===== src/rtl/core/psat_pkg.sv =====
package psat_pkg;

  localparam int MAX_VERTS   = 16;
  localparam int COORD_BITS  = 16;
  localparam int FRAC_BITS   = 16;

  localparam int CW    = COORD_BITS;
  localparam int EW    = CW + 1;
  localparam int PW    = 2 * CW + 1;
  localparam int DW    = PW;
  localparam int NNW   = 2 * CW + 1;
  localparam int NUMW  = DW + CW + FRAC_BITS;
  localparam int STEPW = $clog2(NUMW + 1);
  localparam int CNTW  = $clog2(MAX_VERTS + 1);
  localparam int AW    = $clog2(2 * MAX_VERTS);
  localparam int KW    = $clog2(2 * MAX_VERTS + 1);
  localparam int SW    = CW + CNTW;
  localparam int DXW   = SW + CNTW + 2;
  localparam int PUSHW = 32;
  localparam int QW    = PUSHW + 1;
  localparam int LENW  = 2 * PUSHW;
  localparam int IN_TDW  = 32;
  localparam int OUT_TDW = 72;

  localparam logic [PUSHW-1:0] PUSH_CAP = {1'b1, {(PUSHW-1){1'b0}}};
  localparam logic [PUSHW-1:0] PUSH_MAX = {1'b0, {(PUSHW-1){1'b1}}};

endpackage


===== src/rtl/core/psat_div.sv =====
module psat_div import psat_pkg::*; (
  input  logic             clk_i,
  input  logic             rst_ni,
  input  logic             start_i,
  input  logic [NUMW-1:0]  num_i,
  input  logic [NNW-1:0]   den_i,
  output logic             done_o,
  output logic [PUSHW-1:0] mag_o
);

  logic             run_q;
  logic             done_q;
  logic [STEPW-1:0] step_q;
  logic [NUMW-1:0]  num_q;
  logic [NNW-1:0]   den_q;
  logic [NNW-1:0]   rem_q;
  logic [QW-1:0]    quo_q;
  logic             sat_q;

  logic [NNW:0]     trial;
  logic             ge;
  logic [NNW:0]     diff;

  assign trial = {rem_q, num_q[NUMW-1]};
  assign ge    = trial >= {1'b0, den_q};
  assign diff  = trial - {1'b0, den_q};

  always_ff @(posedge clk_i or negedge rst_ni) begin
    if (!rst_ni) begin
      run_q  <= 1'b0;
      done_q <= 1'b0;
      step_q <= '0;
      num_q  <= '0;
      den_q  <= '0;
      rem_q  <= '0;
      quo_q  <= '0;
      sat_q  <= 1'b0;
    end else begin
      done_q <= 1'b0;
      if (start_i) begin
        run_q  <= 1'b1;
        step_q <= STEPW'(NUMW);
        num_q  <= num_i;
        den_q  <= den_i;
        rem_q  <= '0;
        quo_q  <= '0;
        sat_q  <= 1'b0;
      end else if (run_q) begin
        rem_q  <= ge ? diff[NNW-1:0] : trial[NNW-1:0];
        quo_q  <= {quo_q[QW-2:0], ge};
        sat_q  <= sat_q | quo_q[QW-1];
        num_q  <= {num_q[NUMW-2:0], 1'b0};
        step_q <= step_q - 1'b1;
        if (step_q == STEPW'(1)) begin
          run_q  <= 1'b0;
          done_q <= 1'b1;
        end
      end
    end
  end

  assign done_o = done_q;
  assign mag_o  = (sat_q || quo_q > {1'b0, PUSH_CAP}) ? PUSH_CAP : quo_q[PUSHW-1:0];

endmodule


===== config.mk =====
export PLATFORM = sky130hd
export DESIGN_NAME = psat_div
export DESIGN_NICKNAME = d
export VERILOG_FILES = /design/src/rtl/core/psat_pkg.sv /design/src/rtl/core/psat_div.sv
export SDC_FILE = /design/constraint.sdc
export NUM_CORES = 1
export LEC_CHECK = 0
export ABC_AREA = 1
export BUFFER_PORTS_ARGS = -buffer_cell sky130_fd_sc_hd__buf_4
export CAP_MARGIN = 5
export CORE_ASPECT_RATIO = 0.6
export CORE_MARGIN = 2
export CORE_UTILIZATION = 40
export DETAILED_ROUTE_END_ITERATION = 10
export HOLD_SLACK_MARGIN = 0.02
export SYNTH_ARGS = -nofsm -noshare
export SYNTH_HDL_FRONTEND = slang
export SYNTH_SLANG_ARGS = --single-unit

===== constraint.sdc =====
create_clock -name clk_i -period 1.81 [get_ports clk_i]
set_input_delay 0.2715 -clock clk_i [delete_from_list [all_inputs] [get_ports clk_i]]
set_output_delay 0.2715 -clock clk_i [all_outputs]
set_load 0.005 [all_outputs]

==> results.cfg, run 1 <==
[worst_setup_path]
rr_endpoint = rem_q[24]$_DFFE_PN0P_
regToRegSetupSlack_ns = -0.37
worst-path-max-fanout = 31
crit_type = reg -> out
end_kind = primary output
critPathSlowestCell = dfrtp_1
cp.required_ns = 1.54
path_cells = nor4_2, buf_4, nand4_1, o21ai_2, nand3_2, buf_12, nor2_2, buf_4
start_kind = register
startpoint = quo_q[30]$_DFFE_PN0P_
cp_top_family = simple AND/OR/NAND/NOR gates
worstPathArrival_ns = 2.22
critical-path-max-stage-delay_ns = 0.39
path_common_cell = buf_4
r2r_cells = 15
cp.buffers_inverters = 3
cp-endpoint = mag_o[20]
path_depth = 8
rr_startpoint = rem_q[22]$_DFFE_PN0P_

[timing]
setup_violations = 66
fmax_mhz = 401
maxSlewHeadroom_pct = 69.2
rsz0062_at_grt = yes
clock_skew_ns = 0.00812
tightest_slew_ns = 0.462
timing.final.hold_violations = 0
maxSlewViolCount = 0
period_share_pct = 138
layout_setup_ws_ns = -0.685
period_needed_ns = 2.50

[drt]
drt-initial-drc-count = 700
drcViolationCount = 0
wl_per_cell_um = 15.1
routed_via_density = 4.87
vias = 10200
first_pass_iters = 5
antenna_left = 0
wl_um = 31600

[finish]
diodes = 0
area_delta_synth_final_pct = 48.8
drive_gt1_share_pct = 33.9
final_nets = 1896
final_util_pct = 60.8
final_cell_count_no_fill = 2101

[floorplanning]
die-height_um = 129
dieWidth_um = 212
pin_count = 134
coreArea_um2 = 25300
initial_core_util_pct = 40.9
dieArea_um2 = 27200
num_rows = 45

[clock_tree]
clk_pin_slew_ns = 0.07
clockBufferDepth = 2
cts_tree = yes
clock_latency_ns = 0.45
root_buffer = clkbuf_16
htreeDepth = 4
numClockSinks = 174
cts_made_buffers = 17

[pwr]
ir_drop_mv = 1.17
p_leak_nw = 8.11
switching_share_pct = 41.5
power_frac_seq_pct = 23.4
power_switching_mw = 8.88
powerDensity_nw_per_um2 = 1390
comb_power_share_pct = 58.7
p_int_mw = 12.5
power_frac_clock_pct = 17.9

[synthesis]
avgSynthCellArea_um2 = 7.28
synth_edf_count = 0
synth_nets = 1560
synth_common_cells = 484 x nand2_1, 276 x inv_1, 174 x dfrtp_1, 73 x nor2_1, 64 x o221ai_1
ys_ff_latch = 174
synth-seq-area-share_pct = 42.0
yosys_warnings = 0
synth_area_leaders = dfrtp_1 42%, nand2_1 18%, inv_1 10%, o221ai_1 5.4%, ha_1 4.2%
synthesis.area_um2 = 10400
synth_top_area_cell = dfrtp_1
ys.flop_type = dfrtp_1
synth_top_area_share_pct = 42.0
async_flop_share_pct = 100
ys_types = 34
synth_most_common_cell = nand2_1
syn_inst = 1423

[global_route]
use_met3_pct = 4.44
track_usage_pct = 24.0
grt_pass1_wl_um = 51200
grt_max_degree = 92
busiest_layer = met1
grt_use_met2_pct = 34.9
grt_overflow = 0
gr-usage-met1_pct = 36.4
grt_antenna_before_repair = 0
grt_pass1_vias = 9874

[placed_design]
dp_cells = 1992
gp_congestion = 0.951
port_buffers = 133
pre_cts_ws_ns = -0.344
hpwl_um = 21900

[job]
cap_violations = 0

[outcome]
outcome = complete, but fails checks
failed_checks = setup timing

[worst_hold_path]
hold_class = in -> reg
## registers in the layout, indices dropped and copies added (netlist names)
signal,cells
sat_q,1
rem_q,33
den_q,33
run_q,1
num_q,65
quo_q,33
step_q,7
done_o,1
## cells in the final DEF (no fill, tap or decap), types with 3 or more instances in the layout
| cell | Yosys | routed |
|---|---|---|
| nand2_1 | 484 | 401 |
| buf_4 | 0 | 296 |
| inv_1 | 276 | 245 |
| dfrtp_1 | 174 | 174 |
| o221ai_1 | 64 | 64 |
| nand2_2 | 4 | 58 |
| nor2_1 | 73 | 52 |
| dlygate4sd3_1 | 0 | 42 |
| nand3_2 | 7 | 41 |
| o21ai_0 | 40 | 38 |
| inv_2 | 5 | 36 |
| o22ai_1 | 33 | 33 |
| nand2_4 | 2 | 29 |
| ha_4 | 0 | 29 |
| nand3_1 | 62 | 26 |
| nand3b_1 | 24 | 24 |
| nor2_2 | 7 | 19 |
| a21oi_1 | 21 | 17 |
| clkbuf_16 | 0 | 17 |
| buf_12 | 0 | 16 |
| nor2_4 | 3 | 12 |
| xnor2_1 | 13 | 12 |
| nand4_1 | 11 | 11 |
| and2_1 | 10 | 9 |
| buf_6 | 2 | 7 |
| nor4_1 | 7 | 5 |
| ha_1 | 35 | 5 |
| buf_8 | 1 | 5 |
| nor3_1 | 6 | 4 |
| nand2_8 | 1 | 4 |
| a21oi_2 | 0 | 4 |
| clkbuf_1 | 38 | 3 |
| inv_6 | 0 | 3 |
## layout make-up
class / count / area [um2]
sequential: 174 / 4350
tap: 329 / 412
timing repair buffer: 368 / 3170
clock inverter: 11 / 150
clock buffer: 21 / 450
multi-input combinational: 915 / 5810
fill: 2253 / 9920
inverter: 283 / 1060
## layer usage
layer | wire (um) | vias to the layer above
met5 | 0 | -
met4 | 337 | 0
met3 | 1730 | 28
met2 | 13300 | 286
met1 | 16300 | 4767
li1 | - | 5161
## cells by family after synthesis
family,share of synthesized area (%)
xor+xnor,1.27
simple gates,29.2
fa+ha+maj,4.42
flops,42.0
buf+inv,12.5
compound gates,10.6
## worst reg2reg max path, stage by stage (launching register included)
cell and delay, ns:
dfrtp_1 0.41, ha_4 0.31, nand2_4 0.07, buf_12 0.13
nor2_4 0.14, nand2_2 0.10, nor2_4 0.11, inv_2 0.05
nor2_4 0.10, nor2_4 0.06, buf_6 0.12, buf_12 0.13
buf_12 0.14, nand3b_1 0.12, nand3_2 0.07, nand2_1 0.07
## stage by stage
stage / cell area [um2] / setup TNS [ns] / hold WS, ns / power [mW]
6_report: 15400 / -31.41 / 0.0326 / 21.4
4_1_cts: 15000 / -31.30 / 0.0210 / 20.8
2_1_floorplan: 10500 / -1.76 / -0.0241 / 10.5
5_1_grt: 15400 / -38.41 / 0.0275 / 22.9
3_3_place_gp: 13000 / -17.05 / 0.243 / 14.0
3_5_place_dp: 13000 / -16.50 / 0.243 / 14.1
## what timing repair did
action | 4_1_cts | 5_1_grt
buffers inserted | 17 | 20
pin swaps | 58 | 61
hold buffers | 42 | 0
resized for setup | 160 | 100
cloned | 7 | 0
setup endpoints to repair | 66 | 66
endpoints found under the hold margin | 76 | 0
## power groups by stage
stage / registers (mW) / logic (mW) / clock network [mW]
finish: 5.02 / 12.6 / 3.82
global route: 5.09 / 13.7 / 4.06
CTS: 5.00 / 11.9 / 3.89
detailed placement: 5.00 / 9.10 / 0
global placement: 4.98 / 8.99 / 0
floorplan: 4.95 / 5.58 / 0
## worst min path at each step
stage               from               endpoint  cells past startpoint
2_1_floorplan     rst_ni   den_q[0]$_DFFE_PN0P_                      0
3_3_place_gp      rst_ni  den_q[18]$_DFFE_PN0P_                      1
3_5_place_dp      rst_ni  den_q[17]$_DFFE_PN0P_                      1
6_report       num_i[16]  num_q[16]$_DFFE_PN0P_                      3
4_1_cts        num_i[46]  num_q[46]$_DFFE_PN0P_                      3
5_1_grt        num_i[51]  num_q[51]$_DFFE_PN0P_                      3
Power figures use the tool's default switching activity.
==> run 2, diff against run 1 <==
==> constraint.sdc (replaced) <==
create_clock -name clk_i -period 1.81 [get_ports clk_i]
set_input_delay 0 -clock clk_i [delete_from_list [all_inputs] [get_ports clk_i]]
set_output_delay 0 -clock clk_i [all_outputs]
set_load 0.005 [all_outputs]
==> run 2 against run 1 <==
Against the previous run: the run still ends with setup timing left; final cell count grew 2.8%; global-route usage grew 0.76 points; first-iteration DRC count grew 11%; clock-buffer cell count shrank 4; die area is the same; clock skew grew 0.0073 ns; largest cell class unchanged; largest power group unchanged.
==> results.cfg, run 2 (synthesis gave the netlist of run 1 again) <==
[outcome]
outcome = complete, but fails checks
failed_checks = setup timing

[placed_design]
port_buffers = 133
gp_congestion = 0.943
place_area_um2 = 12900
hpwl_um = 21600

[timing]
timing.final.hold_violations = 0
clock_skew_ns = 0.0155
period_needed_ns = 2.25
maxSlewViolCount = 0
holdWs_ns = 0.0772
fmax_mhz = 444
tightest_slew_ns = 0.694
layout_setup_ws_ns = -0.440
period_share_pct = 124
maxSlewHeadroom_pct = 53.7
setup_violations = 66
rsz0062_at_grt = yes

[floorplanning]
coreArea_um2 = 25300
dieArea_um2 = 27200
num_rows = 45
initial_core_util_pct = 40.9
dieWidth_um = 212
die-height_um = 129
pin_count = 134

[global_route]
track_usage_pct = 24.8
grt_overflow = 0
grt_pass1_vias = 10500
grt_antenna_before_repair = 0
grt_pass1_wl_um = 53200
grt_max_degree = 76

[drt]
first_pass_iters = 5
drcViolationCount = 0
wl_per_cell_um = 15.1
vias = 10600
antenna_left = 0
routed_via_density = 4.89
drt-initial-drc-count = 777
wl_um = 32700

[clock_tree]
clockBufferDepth = 2
clk_pin_slew_ns = 0.07
cts_made_buffers = 17
root_buffer = clkbuf_16
cts_tree = yes
numClockSinks = 174
clock_latency_ns = 0.46
htreeDepth = 4

[worst_setup_path]
start_kind = register
end_kind = primary output
cp.required_ns = 1.81
worstPathArrival_ns = 2.25
crit_type = reg -> out
worst-path-max-fanout = 31

[finish]
drive_gt1_share_pct = 34.3
area_delta_synth_final_pct = 55.8
final_cell_area_um2 = 16100
final_nets = 1955
layout_common_cells = 377 x nand2_1, 291 x buf_4, 243 x inv_1
top_register = num_q
largest_reg_flops = 65
diodes = 0
final_common_cell = nand2_1

[pwr]
p_total_mw = 21.5
ir_drop_mv = 0.839
p_leak_nw = 8.36
powerDensity_nw_per_um2 = 1330

[job]
cap_violations = 0

[worst_hold_path]
hold_class = in -> reg
run 2: area by class of cell:
cell class / instances / area, um2
clock inverters: 14 / 154
multi-input cells: 915 / 5990
fillers: 2161 / 9200
clock buffers: 17 / 425
flip-flops and latches: 174 / 4350
repair buffers: 427 / 3740
well taps: 329 / 412
inverters: 283 / 1060
run 2: layer usage:
metal,track usage (%),routed length [um]
met1,35.9,16300
met2,37.8,14100
met3,5.42,1820
met4,5.84,482
met5,0,0
run 2: worst max-delay path, cell delays in order, from the launching register on:
cell and delay [ns]:
dfrtp_1 0.42, nor4_4 0.34, nand4_1 0.24, o21ai_2 0.22, nand3_2 0.13, buf_12 0.18, nor2_1 0.13, buf_4 0.13
run 2: path summary, 6_finish.rpt:
check	start	to	cells past startpoint	slack (ns)
min in group asynchronous	rst_ni	rem_q[14]$_DFFE_PN0P_	2	0.09
worst max register to register	den_q[0]$_DFFE_PN0P_	rem_q[15]$_DFFE_PN0P_	14	-0.29
worst min-delay path	start_i	step_q[6]$_DFFE_PN0P_	3	0.08
worst max-delay path	quo_q[30]$_DFFE_PN0P_	mag_o[17]	7	-0.44
worst min register to register	den_q[0]$_DFFE_PN0P_	den_q[0]$_DFFE_PN0P_	2	0.49
max in group asynchronous	rst_ni	num_q[56]$_DFFE_PN0P_	3	1.02
run 2: power breakdown:
group | leakage (nW) | internal (mW) | total, mW | switching, mW
clock network | 0.282 | 1.95 | 3.69 | 1.74
registers | 2.21 | 4.58 | 5.03 | 0.444
logic | 5.88 | 5.89 | 12.8 | 6.93
total | 8.36 | 12.4 | 21.5 | 9.12
run 2: stage by stage:
step	TNS (ns)	setup WS, ns	cells	util (%)
2_1_floorplan	-1.76	-0.0708	1423	-
3_3_place_gp	-8.33	-0.334	1979	51.0
3_5_place_dp	-8.83	-0.303	1979	51.0
4_1_cts	-18.50	-0.355	2152	62.1
5_1_grt	-26.11	-0.469	2159	63.7
6_report	-21.10	-0.440	2159	63.7
run 2: timing repair:
item                                   CTS  global route
endpoints found under the hold margin  252             0
resized for setup                      181           125
pin swaps                               64            77
gates cloned                             6             0
setup buffers                           25            13
setup endpoints to repair               66            66
hold buffers                           111             0
